## config.mk

```make
export PLATFORM = sky130hd
export DESIGN_NAME = utf8_stream_decoder
export DESIGN_NICKNAME = d
export VERILOG_FILES = /design/src/rtl/u8d_pkg.sv /design/src/rtl/u8d_front.sv /design/src/rtl/u8d_queue.sv /design/src/rtl/u8d_back.sv /design/src/rtl/utf8_stream_decoder.sv
export SDC_FILE = /design/constraint.sdc
export NUM_CORES = 1
export LEC_CHECK = 0
export BUFFER_PORTS_ARGS = -buffer_cell sky130_fd_sc_hd__buf_2
export CAP_MARGIN = 20
export CORE_ASPECT_RATIO = 1.4
export CORE_MARGIN = 3
export CORE_UTILIZATION = 55
export DETAILED_ROUTE_END_ITERATION = 8
export GPL_TIMING_DRIVEN = 0
export PLACE_DENSITY = 0.73
export SLEW_MARGIN = 5
export SYNTH_ARGS = -nofsm -noshare
export SYNTH_HDL_FRONTEND = slang
export SYNTH_SLANG_ARGS = --single-unit
export TNS_END_PERCENT = 20
```

## constraint.sdc

```tcl
create_clock -name clk -period 5.75 [get_ports clk]
set_input_delay 0.2875 -clock clk [delete_from_list [all_inputs] [get_ports clk]]
set_output_delay 0.2875 -clock clk [all_outputs]
set_load 0.05 [all_outputs]
```

## src/rtl/u8d_pkg.sv

```systemverilog
// Shared types and constants for the UTF-8 stream decoder.
package u8d_pkg;

	localparam int unsigned CP_W = 21;

	localparam logic [CP_W-1:0] REPL_CP  = 21'h00FFFD;
	localparam logic [CP_W-1:0] CP_MAX   = 21'h10FFFF;
	localparam logic [CP_W-1:0] SURR_LO  = 21'h00D800;
	localparam logic [CP_W-1:0] SURR_HI  = 21'h00DFFF;
	localparam logic [CP_W-1:0] MIN_CP2  = 21'h000080;
	localparam logic [CP_W-1:0] MIN_CP3  = 21'h000800;
	localparam logic [CP_W-1:0] MIN_CP4  = 21'h010000;

	// Expected sequence length codes.
	localparam logic [2:0] SEQ_NONE = 3'd0;
	localparam logic [2:0] SEQ_TWO  = 3'd2;
	localparam logic [2:0] SEQ_THREE = 3'd3;
	localparam logic [2:0] SEQ_FOUR = 3'd4;

	// One queued job: cnt results, all but the last are U+FFFD errors,
	// the last one carries tail_cp and tail_err.
	typedef struct packed {
		logic [2:0]      cnt;
		logic [CP_W-1:0] tail_cp;
		logic            tail_err;
	} u8d_job_t;

endpackage

```

## src/rtl/u8d_front.sv

```systemverilog
// Front part: takes bytes, tracks the pending sequence and classifies each byte into a job.
module u8d_front import u8d_pkg::*; (
	input  logic          clk,
	input  logic          arst_n,
	input  logic          accept,
	input  logic [7:0]    in_byte,
	input  logic          stream_end,
	output logic          push,
	output u8d_job_t      job
);

	logic [CP_W-1:0] acc_q, nxt_acc, acc6;
	logic [2:0]      len_q, nxt_len;
	logic [1:0]      ct_q, nxt_ct, ct1;
	logic [2:0]      flush_cnt;
	logic            lead_cnt;
	logic            lead_go;
	logic            is_cont;
	logic            bad;
	logic [CP_W-1:0] tail_cp;
	logic            tail_err;

	always_comb begin
		nxt_acc   = acc_q;
		nxt_len   = len_q;
		nxt_ct    = ct_q;
		flush_cnt = 3'd0;
		lead_cnt  = 1'b0;
		lead_go   = 1'b1;
		tail_cp   = REPL_CP;
		tail_err  = 1'b1;
		is_cont   = (in_byte[7:6] == 2'b10);
		acc6      = {acc_q[CP_W-7:0], in_byte[5:0]};
		ct1       = ct_q + 2'd1;
		bad       = 1'b0;

		if (len_q != SEQ_NONE) begin
			if (is_cont) begin
				lead_go = 1'b0;
				if (({1'b0, ct1} + 3'd1) >= len_q) begin
					bad = ((len_q == SEQ_TWO) && (acc6 < MIN_CP2)) ||
					      ((len_q == SEQ_THREE) && (acc6 < MIN_CP3)) ||
					      ((len_q == SEQ_FOUR) && (acc6 < MIN_CP4)) ||
					      ((acc6 >= SURR_LO) && (acc6 <= SURR_HI)) ||
					      (acc6 > CP_MAX);
					lead_cnt = 1'b1;
					tail_cp  = bad ? REPL_CP : acc6;
					tail_err = bad;
					nxt_acc  = '0;
					nxt_len  = SEQ_NONE;
					nxt_ct   = 2'd0;
				end else if (stream_end) begin
					flush_cnt = {1'b0, ct1} + 3'd1;
				end else begin
					nxt_acc = acc6;
					nxt_ct  = ct1;
				end
			end else begin
				// The sequence is broken: every byte taken so far becomes U+FFFD.
				flush_cnt = {1'b0, ct_q} + 3'd1;
				nxt_acc   = '0;
				nxt_len   = SEQ_NONE;
				nxt_ct    = 2'd0;
			end
		end

		if (lead_go) begin
			if (in_byte inside {[8'h00:8'h7F]}) begin
				lead_cnt = 1'b1;
				tail_cp  = {13'd0, in_byte};
				tail_err = 1'b0;
			end else if (in_byte inside {[8'hC0:8'hDF]}) begin
				nxt_acc  = {16'd0, in_byte[4:0]};
				nxt_len  = SEQ_TWO;
				nxt_ct   = 2'd0;
				lead_cnt = stream_end;
			end else if (in_byte inside {[8'hE0:8'hEF]}) begin
				nxt_acc  = {17'd0, in_byte[3:0]};
				nxt_len  = SEQ_THREE;
				nxt_ct   = 2'd0;
				lead_cnt = stream_end;
			end else if (in_byte inside {[8'hF0:8'hF7]}) begin
				nxt_acc  = {18'd0, in_byte[2:0]};
				nxt_len  = SEQ_FOUR;
				nxt_ct   = 2'd0;
				lead_cnt = stream_end;
			end else begin
				lead_cnt = 1'b1;
			end
		end

		if (stream_end) begin
			nxt_acc = '0;
			nxt_len = SEQ_NONE;
			nxt_ct  = 2'd0;
		end
	end

	assign job.cnt      = flush_cnt + {2'd0, lead_cnt};
	assign job.tail_cp  = tail_cp;
	assign job.tail_err = tail_err;
	assign push         = accept && (job.cnt != 3'd0);

	always_ff @(posedge clk or negedge arst_n) begin
		if (!arst_n) begin
			acc_q <= '0;
			len_q <= SEQ_NONE;
			ct_q  <= 2'd0;
		end else if (accept) begin
			acc_q <= nxt_acc;
			len_q <= nxt_len;
			ct_q  <= nxt_ct;
		end
	end

endmodule

```

## src/rtl/u8d_queue.sv

```systemverilog
// Short job queue between the front and back parts.
module u8d_queue import u8d_pkg::*; #(
	parameter int unsigned DEPTH = 4
) (
	input  logic     clk,
	input  logic     arst_n,
	input  logic     push,
	input  u8d_job_t push_job,
	input  logic     pop,
	output u8d_job_t head_job,
	output logic     full,
	output logic     empty
);

	localparam int unsigned PW = (DEPTH > 1) ? $clog2(DEPTH) : 1;
	localparam int unsigned CW = $clog2(DEPTH + 1);

	u8d_job_t       mem_q [DEPTH];
	logic [PW-1:0]  wr_ptr_q, rd_ptr_q;
	logic [CW-1:0]  count_q;

	assign full     = (count_q == CW'(DEPTH));
	assign empty    = (count_q == '0);
	assign head_job = mem_q[rd_ptr_q];

	always_ff @(posedge clk) begin
		if (push) begin
			mem_q[wr_ptr_q] <= push_job;
		end
	end

	always_ff @(posedge clk or negedge arst_n) begin
		if (!arst_n) begin
			wr_ptr_q <= '0;
			rd_ptr_q <= '0;
			count_q  <= '0;
		end else begin
			if (push) begin
				wr_ptr_q <= (wr_ptr_q == PW'(DEPTH - 1)) ? '0 : wr_ptr_q + PW'(1);
			end
			if (pop) begin
				rd_ptr_q <= (rd_ptr_q == PW'(DEPTH - 1)) ? '0 : rd_ptr_q + PW'(1);
			end
			if (push && !pop) begin
				count_q <= count_q + CW'(1);
			end else if (pop && !push) begin
				count_q <= count_q - CW'(1);
			end
		end
	end

endmodule

```

## src/rtl/u8d_back.sv

```systemverilog
// Back part: expands each job into code points, one per cycle while cp_stall is low, into the output register.
module u8d_back import u8d_pkg::*; (
	input  logic            clk,
	input  logic            arst_n,
	input  logic            empty,
	input  u8d_job_t        head_job,
	output logic            pop,
	output logic            cp_valid,
	input  logic            cp_stall,
	output logic [CP_W-1:0] code_point,
	output logic            was_error,
	output logic            run_last
);

	logic [1:0]      idx_q;
	logic            valid_q;
	logic [CP_W-1:0] cp_q;
	logic            err_q;
	logic            last_q;
	logic            emit;
	logic            job_last;

	assign emit     = !empty && (!valid_q || !cp_stall);
	assign job_last = (({1'b0, idx_q} + 3'd1) == head_job.cnt);
	assign pop      = emit && job_last;

	always_ff @(posedge clk or negedge arst_n) begin
		if (!arst_n) begin
			idx_q   <= 2'd0;
			valid_q <= 1'b0;
		end else begin
			if (emit) begin
				valid_q <= 1'b1;
				idx_q   <= job_last ? 2'd0 : idx_q + 2'd1;
			end else if (!cp_stall) begin
				valid_q <= 1'b0;
			end
		end
	end

	always_ff @(posedge clk) begin
		if (emit) begin
			cp_q   <= job_last ? head_job.tail_cp : REPL_CP;
			err_q  <= job_last ? head_job.tail_err : 1'b1;
			last_q <= job_last;
		end
	end

	assign cp_valid   = valid_q;
	assign code_point = cp_q;
	assign was_error  = err_q;
	assign run_last   = last_q;

endmodule

```

## src/rtl/utf8_stream_decoder.sv

```systemverilog
// Top level of the UTF-8 stream decoder: front part, job queue and back part.
//
//  Channel  | Handshake                | Payload
//  ---------+--------------------------+------------------------------------
//  byte in  | byte_valid / byte_stall  | in_byte[7:0], stream_end
//  cp out   | cp_valid / cp_stall      | code_point[20:0], was_error, run_last
//
// A byte is taken in every cycle while the job queue has room; the front part
// updates the pending sequence in that same cycle. The back part delivers one
// code point per cycle from the head job while cp_stall is low; a byte gives up
// to four code points (more than one only on malformed input), and the
// sustained rate is one byte per cycle when each byte gives at most one code
// point and cp_stall stays low. A byte's first code point passes through the
// job queue and the output register. After reset no sequence is pending and
// the queue is empty, so byte_stall is low at once; byte_stall rises only while
// the queue is full, and cp_stall holds the output register.
module utf8_stream_decoder import u8d_pkg::*; #(
	parameter int unsigned QUEUE_DEPTH = 4
) (
	input  logic            clk,
	input  logic            arst_n,
	input  logic            byte_valid,
	output logic            byte_stall,
	input  logic [7:0]      in_byte,
	input  logic            stream_end,
	output logic            cp_valid,
	input  logic            cp_stall,
	output logic [CP_W-1:0] code_point,
	output logic            was_error,
	output logic            run_last
);

	logic     accept;
	logic     q_push;
	logic     q_pop;
	logic     q_full;
	logic     q_empty;
	u8d_job_t new_job;
	u8d_job_t head_job;

	// A byte transaction completes whenever the queue can take its job.
	assign byte_stall = q_full;
	assign accept     = byte_valid && !q_full;

	// The front part works out every result a byte causes; only jobs that
	// carry at least one code point enter the queue.
	u8d_front u_front (
		.clk        (clk),
		.arst_n     (arst_n),
		.accept     (accept),
		.in_byte    (in_byte),
		.stream_end (stream_end),
		.push       (q_push),
		.job        (new_job)
	);

	u8d_queue #(
		.DEPTH (QUEUE_DEPTH)
	) u_queue (
		.clk      (clk),
		.arst_n   (arst_n),
		.push     (q_push),
		.push_job (new_job),
		.pop      (q_pop),
		.head_job (head_job),
		.full     (q_full),
		.empty    (q_empty)
	);

	// The back part expands the head job: leading replacements first, then
	// the tail result marked as the last one of its byte.
	u8d_back u_back (
		.clk        (clk),
		.arst_n     (arst_n),
		.empty      (q_empty),
		.head_job   (head_job),
		.pop        (q_pop),
		.cp_valid   (cp_valid),
		.cp_stall   (cp_stall),
		.code_point (code_point),
		.was_error  (was_error),
		.run_last   (run_last)
	);

`ifndef ASSERT_OFF
	// The queue is never written while full.
	assert property (@(posedge clk) disable iff (!arst_n) !(q_push && q_full))
		else $error("job queue overflow");

	// A job is never taken from an empty queue.
	assert property (@(posedge clk) disable iff (!arst_n) q_pop |-> !q_empty)
		else $error("job queue underflow");

	// A byte's burst of code points is not broken by a gap.
	assert property (@(posedge clk) disable iff (!arst_n)
		(cp_valid && !cp_stall && !run_last) |=> cp_valid)
		else $error("gap inside a burst of results");

	// A code point delivered without error is a Unicode scalar value.
	assert property (@(posedge clk) disable iff (!arst_n)
		(cp_valid && !was_error) |->
		((code_point <= CP_MAX) && ((code_point < SURR_LO) || (code_point > SURR_HI))))
		else $error("invalid scalar value delivered without error");
`endif

endmodule

```

Yosys cells after proc, flatten, opt, wreduce, memory -nomap -nowiden
Memory sizes are Yosys's and may differ from the RTL's.
Cells that the tools add are included.
{ "totals": {"mem_bits_rw": 100, "n_memories": 1, "elab_cells": 136, "reg_bits": 59} }
{ "memory_table": {"columns": ["memory", "words", "width", "rd", "rd_ports_with_merged_regs", "write_ports", "line_no", "rtl"], "rows": [
  ["u_queue.mem_q", 4, 25, 1, 0, 1, "u8d_queue.sv:18", "u8d_job_t mem_q [DEPTH];"]
]} }
{ "classes": {"n_eq_ne": 9, "n_reduce_logical": 29, "mux": 61, "n_addsub": 10, "order_cmp": 15} }
{ "op_table": {"columns": ["op", "count"], "rows": [
  ["$mux W21", 15],
  ["$mux W3", 15],
  ["$ge A8 B8 Y1 const B", 3],
  ["$le A8 B8 Y1 const B", 3],
  ["$mux W2", 12],
  ["$ge A21 B16 Y1 const B", 1],
  ["$gt A21 B21 Y1 const B", 1],
  ["$le A21 B16 Y1 const B", 1],
  ["$lt A21 B12 Y1 const B", 1],
  ["$lt A21 B17 Y1 const B", 1],
  ["$lt A21 B8 Y1 const B", 1],
  ["$mux W1", 19],
  ["$logic_and A1 B1 Y1", 14],
  ["$add A2 B1 Y3 const B", 3],
  ["$add A2 B1 Y2 const B", 4],
  ["$ge A8 B1 Y1 const B", 1],
  ["$le A8 B7 Y1 const B", 1],
  ["$eq A2 B2 Y1 const B", 3],
  ["$eq A3 B2 Y1 const B", 2],
  ["$eq A3 B3 Y1 const B", 2],
  ["$logic_not A1 Y1", 6],
  ["$reduce_bool A3 Y1", 2],
  ["$logic_or A1 B1 Y1", 5],
  ["$add A3 B1 Y3", 1],
  ["7 further kinds", 7]
]} }

Longest topological paths before layout
Gate-level depths: netlist of run 1.
{ "logic_depth": {"depth_word": 14, "mapped_depth": 21} }

By module
Synthesis of run 1 repeated with hierarchy kept, for this count alone.
{ "hier_totals": {"hier_cells": 394, "area_unflattened_um2": 6552.5} }
{ "by_module_without_submodules": {"columns": ["module", "seq_area_each_um2", "cells_each", "n_inst", "area_per_inst_um2"], "rows": [
  ["u8d_queue", 3178.0, 168, 1, 4071.4],
  ["u8d_front", 500.5, 159, 1, 1445.1],
  ["u8d_back", 765.7, 66, 1, 1022.2],
  ["utf8_stream_decoder", 0.0, 1, 1, 13.8]
]} }

Least setup slack after synthesis of run 1
OpenSTA, ideal clock, no wires.
{ "synth_path": {"path_type": "flip-flop to flip-flop", "from": "register u_front.ct_q[0]", "to": "register u_queue.count_q[2]", "path_buffers": 1, "stages_incl_launch_ff": 22, "setup_slack_ns": 1.337, "synth_period_minus_slack_ns": 4.413, "arrival_ns": 4.334, "required_time_ns": 5.671, "path_cell_list": "dfrtp_1 -> inv_1 -> ha_1 -> xor2_1 -> ha_1 -> a21oi_1 -> o21a_1 -> clkbuf_1 -> nand3_1 -> a221oi_1 -> ha_1 -> ha_1 -> nor3b_1 -> and4_4 -> a211o_1 -> a211oi_4 -> ha_1 -> inv_1 -> fa_1 -> xor2_1 -> nor2_1 -> xor2_1"} }
{ "synth_lines": {"columns": ["element", "line_no", "rtl"], "rows": [
  ["start, declared", "u8d_front.sv:14", "logic [1:0] ct_q, nxt_ct, ct1;"],
  ["start signal, assigned", "u8d_front.sv:112", "ct_q <= nxt_ct;"],
  ["end signal, assigned", "u8d_queue.sv:45", "count_q <= count_q + CW'(1);"],
  ["end signal, assigned", "u8d_queue.sv:47", "count_q <= count_q - CW'(1);"],
  ["end, declared", "u8d_queue.sv:20", "logic [CW-1:0] count_q;"]
]} }

==> impl_metrics.toml, run 1 <==
[synth]
synth_nets = 414
synth_area_per_cell_sq_um = 16.7
synth_xor_area_frac = 0.0135
yosys_warnings = 0
yosysSeqAreaShare = 0.687
synthCells = 386
synth-adder-area-share = 0.0302
synth_mux_area_frac = 0.0968
synth_top_family_by_area = "multiplexers"
ys_ff_latch = 153
ys.flop_type = "edfxtp_1"
syn_area_sq_um = 6460
synthArstFlopShare = 0.196
synth_compound_area_frac = 0.0809
synth_cell_types = 50
yosys.area_share.simple = 0.0716
synth-edff-count = 123

[worst_setup_path]
slowest_delay_ns = 0.46
path_cells = "inv_1 > ha_1 > xor2_1 > ha_1 > a21oi_1 > o21a_1 > clkbuf_1 > nand3_1 > a221oi_1 > ha_1 > ha_1 > nor3b_1 > and4_4 > a211o_1 > a211oi_4 > ha_1 > inv_1 > fa_1 > xor2_1 > nor2_1 > xor2_1"
critPathMaxFanout = 10
slowest_stage = "dfrtp_1"
crit_type = "flip-flop to flip-flop"
cpLargestDelayFamily = "adder cells"
r2r_slack_ns = 0.67
crit_path_frequent_cell = "ha_1"
cp.buffers_inverters = 3
required_ns = 6.08
cp.arrival_ns = 5.41
reg2reg_from = "u_front.ct_q[0]"
r2r_cells = 21
r2r-end = "u_queue.count_q[2]"
crit_path_end_kind = "flip-flop"
startpoint_type = "flip-flop"

[min_path]
hp-start = "cp_stall"
min_path_type = "primary input to flip-flop"
min_path_cells = 3
hold_end = "u_back.cp_valid"

[grt]
grt_util_all_layers = 0.192
grt_use_met1 = 0.243
grt_util_met2 = 0.322
antenna_found_initial = 0
use_met3 = 0.0395
grt_pass1_vias = 3612
grt_pass1_wl_mm = 19.1
grt_max_degree = 31
grt-ovfl-total = 0
busiest_layer = "met2"

[floorplan]
coreArea_sq_um = 11400
io_pins = 38
die_h_um = 134
die_w_um = 97.6
dieArea_sq_um = 13100
rows = 46
initial_core_util = 0.567

[placed_design]
place_hpwl_mm = 7.78
place_ws_ns = 0.641
port_buffers = 36
gp_congestion = 0.891

[clocking]
clockRootBuffer = "clkbuf_16"
cts_sinks = 153
post_cts_buffers = 0
cts-resized-gates = 0
tritoncts = "yes"
htreeDepth = 4
clock_latency_ns = 0.41
clk_pin_slew_ns = 0.06
numCtsBuffers = 17
max-clock-path-buffers = 2
ctsHoldBuffers = 1

[outcome]
status = "finished clean"

[finish]
fillers = 816
diodes = 0
drive_above_1_share = 0.244
layout_common_cells = "123 x edfxtp_1, 41 x buf_2, 30 x dfrtp_1"
layout_commonest_cell = "edfxtp_1"
area_growth_pct = 15.1
final_util = 0.653
finalNetCount = 471

[timing]
slew_viol_final = 0
hold_violations = 0
fin_crit_ns = 5.08
fmax_ghz = 0.197
rsz0062_at_grt = "false"
period_share = 0.883
finalSetupViolations = 0
skew_ns = 0.00826
maxSlewHeadroom = 0.427
hold_ws_ns = 0.134
setup_tns_ns = 0
worst_slack_ns = 0.671
worst_pin_slew_ns = 0.860

[job]
max_cap_violations = 0

[detailed_routing]
drt_pass1_iterations = 4
routedWlPerCell_um = 19.3
vias = 3464
routed_wl_mm = 11.6
drc = 0
drtIter0Drc = 193
antenna_left = 0
via_per_inst = 5.78

[power]
p_leak_nw = 2.67
vdd_ir_drop_max_v = 0.000353
total_power_mw = 3.72
powerDensity_nw_per_um2 = 500
[cell families after synthesis]
logic type	count (synthesis)
compound gates	66
xor+xnor	10
fa+ha+maj	15
buf+inv	28
flops	153
mux	33
simple gates	81
[worst max path at each step]
stage	endpoint	from	cells after the start
2_1_floorplan	u_queue.count_q[2]	u_front.ct_q[0]	21
3_3_place_gp	u_queue.mem_q[0][23]	u_front.ct_q[0]	16
3_5_place_dp	u_queue.count_q[2]	u_front.ct_q[0]	21
4_1_cts	u_queue.count_q[2]	u_front.ct_q[0]	21
5_1_grt	u_queue.count_q[2]	u_front.ct_q[0]	21
6_report	u_queue.count_q[2]	u_front.ct_q[0]	21
[report_power, final]
group	switching, mW	leakage, nW	internal (mW)
clock network	0.409	0.275	0.635
logic	0.696	0.899	0.428
registers	0.0766	1.50	1.48
total	1.18	2.67	2.54
[layer usage]
metal | part of all wire | vias up
li1 | - | 1614
met5 | 0 | -
met2 | 0.53 | 87
met4 | 0.027 | 0
met1 | 0.40 | 1742
met3 | 0.040 | 21
[registers in the layout (all words and copies together), names as in the netlist]
signal	flops
u_queue.wr_ptr_q	2
u_queue.rd_ptr_q	2
u_back.was_error	1
u_queue.count_q	3
u_back.code_point	21
u_back.run_last	1
u_back.cp_valid	1
u_front.acc_q	15
u_queue.mem_q	100
u_front.ct_q	2
u_back.idx_q	2
u_front.len_q	3
[cells in the mapped netlist (2+ instances only)]
cell type	n	area [sq um]
edfxtp_1	123	3690
dfrtp_1	30	751
mux4_2	23	518
nand2b_1	20	125
and2_1	16	100
a22o_1	14	123
ha_1	14	175
nand2_1	13	48.8
inv_1	11	41.3
o21a_1	11	82.6
clkbuf_1	9	33.8
nor2_1	8	30.0
a21o_1	6	45.0
nor3_1	6	30.0
o21ai_0	6	30.0
xor2_1	6	52.6
a31oi_1	5	31.3
buf_2	5	25.0
a21oi_1	4	20.0
mux2_2	4	45.0
mux2i_1	4	40.0
nor2b_1	4	25.0
xnor2_1	4	35.0
a32oi_1	3	26.3
nand3_1	3	15.0
o22ai_1	3	18.8
a32o_1	2	20.0
buf_6	2	22.5
mux2_1	2	22.5
nor3b_1	2	15.0
nor4b_1	2	17.5
o31ai_2	2	25.0
or3_1	2	12.5
[stage by stage]
stage	std cells	instance area, sq um
2_1_floorplan	386	6460
3_3_place_gp	566	6830
3_5_place_dp	567	6870
4_1_cts	599	7440
5_1_grt	599	7440
6_report	599	7440
[cell type report]
cell class	instances	area, sq um	share of cell area
buffer	17	85.1	0.0114
clock buffer	19	433	0.0582
clock inverter	12	126	0.0170
inverter	11	41.3	0.00555
multi-input combinational	205	1910	0.257
sequential	153	4440	0.597
tap	144	180	0.0242
timing repair buffer	38	218	0.0293
[tightest hold or removal path, delay by kind of cell]
kind | cells | cell delay, ns
AND/OR/NAND/NOR | 2 | 0.11
buffers and inverters | 1 | 0.12
Note: power is estimated with default switching activity, not from simulation.
==> run 2, diff against run 1 <==
Settings changed: SYNTH_HIERARCHICAL from default to 1.
==> run 2 against run 1 <==
  * Clock power up 13%
  * Combinational power barely moved
  * Sequential cell count unchanged
  * Critical endpoint is now u_queue/mem_q[1][13]
==> impl_metrics.toml, run 2 <==
[worst_setup_path]
critPathMaxFanout = 16
cp.buffers_inverters = 3
required_ns = 5.86
cpLargestDelayFamily = "simple AND/OR/NAND/NOR gates"
slowest_delay_ns = 0.65
r2r-end = "u_queue/mem_q[1][13]"
startpoint_type = "flip-flop"
crit_type = "flip-flop to flip-flop"
reg2reg_from = "u_front/ct_q[0]"
r2r_slack_ns = 0.51
path_cells = "inv_1 > ha_1 > xor2_1 > ha_1 > a21oi_1 > o21a_1 > buf_2 > a31oi_1 > o32ai_1 > ha_1 > or3_1 > a21oi_1 > o21a_1 > nor3_1 > and2_1 > buf_8"
r2r_cells = 16
cp.arrival_ns = 5.35
crit_path_frequent_cell = "ha_1"
crit_path_end_kind = "flip-flop"
slowest_stage = "nor3_1"

[synth]
synth_top_area_cell = "edfxtp_1"
syn_area_sq_um = 6550
synth_nets = 422
synthDominantCellAreaShare = 0.564
synthTopCellsByArea = "edfxtp_1 56%, dfrtp_1 11%, mux4_2 6.2%, mux4_1 2.8%, ha_1 2.7%"
synthMostInstantiatedCell = "edfxtp_1"
yosys_warnings = 6
synthTopCellsByCount = "123 x edfxtp_1, 30 x dfrtp_1, 18 x mux4_2"
synthCells = 394
synthArstFlopShare = 0.196
synth_cell_types = 56
yosysSeqAreaShare = 0.678
ys.flop_type = "edfxtp_1"
ys_ff_latch = 153
synth-edff-count = 123
synth_area_per_cell_sq_um = 16.6

[power]
swShare = 0.308
power_frac_clock = 0.308
p_leak_nw = 2.79
switchingPower_mw = 1.18
vdd_ir_drop_max_v = 0.000252
p_comb_frac = 0.295
sequentialPowerShare = 0.398
powerDensity_nw_per_um2 = 507
p_int_mw = 2.66

[grt]
antenna_found_initial = 0
grt_pass1_wl_mm = 19.9
grt_max_degree = 31
grt-ovfl-total = 0
grt_pass1_vias = 3738
grt_util_all_layers = 0.198

[detailed_routing]
via_per_inst = 5.95
routed_wl_mm = 12.2
antenna_left = 0
drtIter0Drc = 252
drc = 0
routedWlPerCell_um = 20.1
vias = 3612
drt_pass1_iterations = 5

[placed_design]
place_ws_ns = 0.616
placed_cell_area_sq_um = 6950
gp_congestion = 0.821
port_buffers = 36
place_hpwl_mm = 8.00

[finish]
reg.largest.list = "u_queue/mem_q (100), u_back/code_point (21), u_front/acc_q (15)"
stdcell_area_sq_um = 7580
area_growth_pct = 15.8
diodes = 0
drive_above_1_share = 0.248
layout_common_cells = "123 x edfxtp_1, 45 x buf_2, 30 x dfrtp_1"
finalNetCount = 480
largest_reg_flops = 100
layout_commonest_cell = "edfxtp_1"
regMostFlops = "u_queue/mem_q"

[timing]
hold_violations = 0
slew_viol_final = 0
rsz0062_at_grt = "false"
skew_ns = 0.0111
fmax_ghz = 0.191
fin_crit_ns = 5.24
worst_slack_ns = 0.509
worst_pin_slew_ns = 1.13
period_share = 0.911
setup_tns_ns = 0
finalSetupViolations = 0
maxSlewHeadroom = 0.241

[min_path]
hold_end = "u_back/cp_valid"
min_path_cells = 3
hp-start = "cp_stall"
min_path_type = "primary input to flip-flop"

[floorplan]
die_w_um = 98.3
io_pins = 38
die_h_um = 135
coreArea_sq_um = 11500
dieArea_sq_um = 13300
rows = 46
initial_core_util = 0.569

[clocking]
htreeDepth = 4
clockRootBuffer = "clkbuf_16"
post_cts_buffers = 0
numCtsBuffers = 17
clock_latency_ns = 0.42
cts_sinks = 153
max-clock-path-buffers = 2
cts-resized-gates = 0
tritoncts = "yes"
clk_pin_slew_ns = 0.06

[outcome]
status = "finished clean"

[job]
max_cap_violations = 0
[run 2: cell count changes in the layout (fill, tap and decap cells not counted), moves of 5 or more]
cell,previous run,this run
a21oi_1,3,12
mux4_2,23,18
clkbuf_1,11,2
nand3b_1,0,6
nand2b_1,20,14
o21a_1,11,3
mux4_1,0,7
nor3_1,6,14
[run 2: per-layer routing]
metal | track usage | wire, um
met1 | 0.239 | 4890
met2 | 0.334 | 6370
met3 | 0.0479 | 536
met4 | 0.101 | 414
met5 | 0 | 0
[run 2: layout make-up]
type	instances	area, sq um
inverter	15	56.3
fill	807	3930
multi-input combinational	210	1930
buffer	16	126
sequential	153	4440
clock inverter	12	200
timing repair buffer	39	220
clock buffer	18	429
tap	144	180
[run 2: worst max path at each step]
stage | from | endpoint | slack (ns) | cells after the start
after detailed placement | u_front/ct_q[0] | u_queue/count_q[2] | 0.62 | 20
after global routing | u_front/ct_q[0] | u_queue/count_q[2] | 0.11 | 20
after CTS | u_front/ct_q[0] | u_queue/mem_q[0][16] | 0.55 | 16
after global placement | u_front/ct_q[0] | u_queue/mem_q[3][12] | 0.38 | 15
after floorplan | u_front/ct_q[0] | u_queue/count_q[2] | 1.33 | 20
final | u_front/ct_q[0] | u_queue/mem_q[1][13] | 0.51 | 16
[run 2: what timing repair did]
action | 4_1_cts | 5_1_grt
hold endpoints to repair | 30 | 0
setup endpoints to repair | 0 | 0
hold buffers | 1 | 0
[run 2: power groups by stage]
stage          Sequential [mW]  Combinational, mW  Clock [mW]
6_report                  1.53               1.13        1.18
4_1_cts                   1.53               1.16        1.21
5_1_grt                   1.55               1.23        1.25
3_3_place_gp              1.54               1.10           0
3_5_place_dp              1.55               1.15           0
2_1_floorplan             1.74              0.675           0
[run 2: kinds of logic after synthesis]
kind of cell | synth area share
buf+inv | 0.0279
flops | 0.678
simple gates | 0.0913
mux | 0.0968
fa+ha+maj | 0.0298
compound gates | 0.0653
xor+xnor | 0.0107
[run 2: per-stage QoR]
stage	std cells	utilization	hold WS, ns	power (mW)
2_1_floorplan	394	-	-0.00809	2.41
3_5_place_dp	576	0.603	0.386	2.70
4_1_cts	607	0.659	0.0880	3.89
5_1_grt	607	0.659	0.0956	4.03
6_report	607	0.659	0.109	3.85
3_3_place_gp	574	0.601	0.370	2.64
[run 2: worst reg2reg max path, cell delays in order (launching register included)]
cell	delay, ns
dfrtp_1	0.49
inv_1	0.14
ha_1	0.37
xor2_1	0.18
ha_1	0.19
a21oi_1	0.27
o21a_1	0.38
buf_2	0.29
a31oi_1	0.11
o32ai_1	0.34
ha_1	0.30
or3_1	0.16
a21oi_1	0.04
o21a_1	0.11
nor3_1	0.65
and2_1	0.64
buf_8	0.27
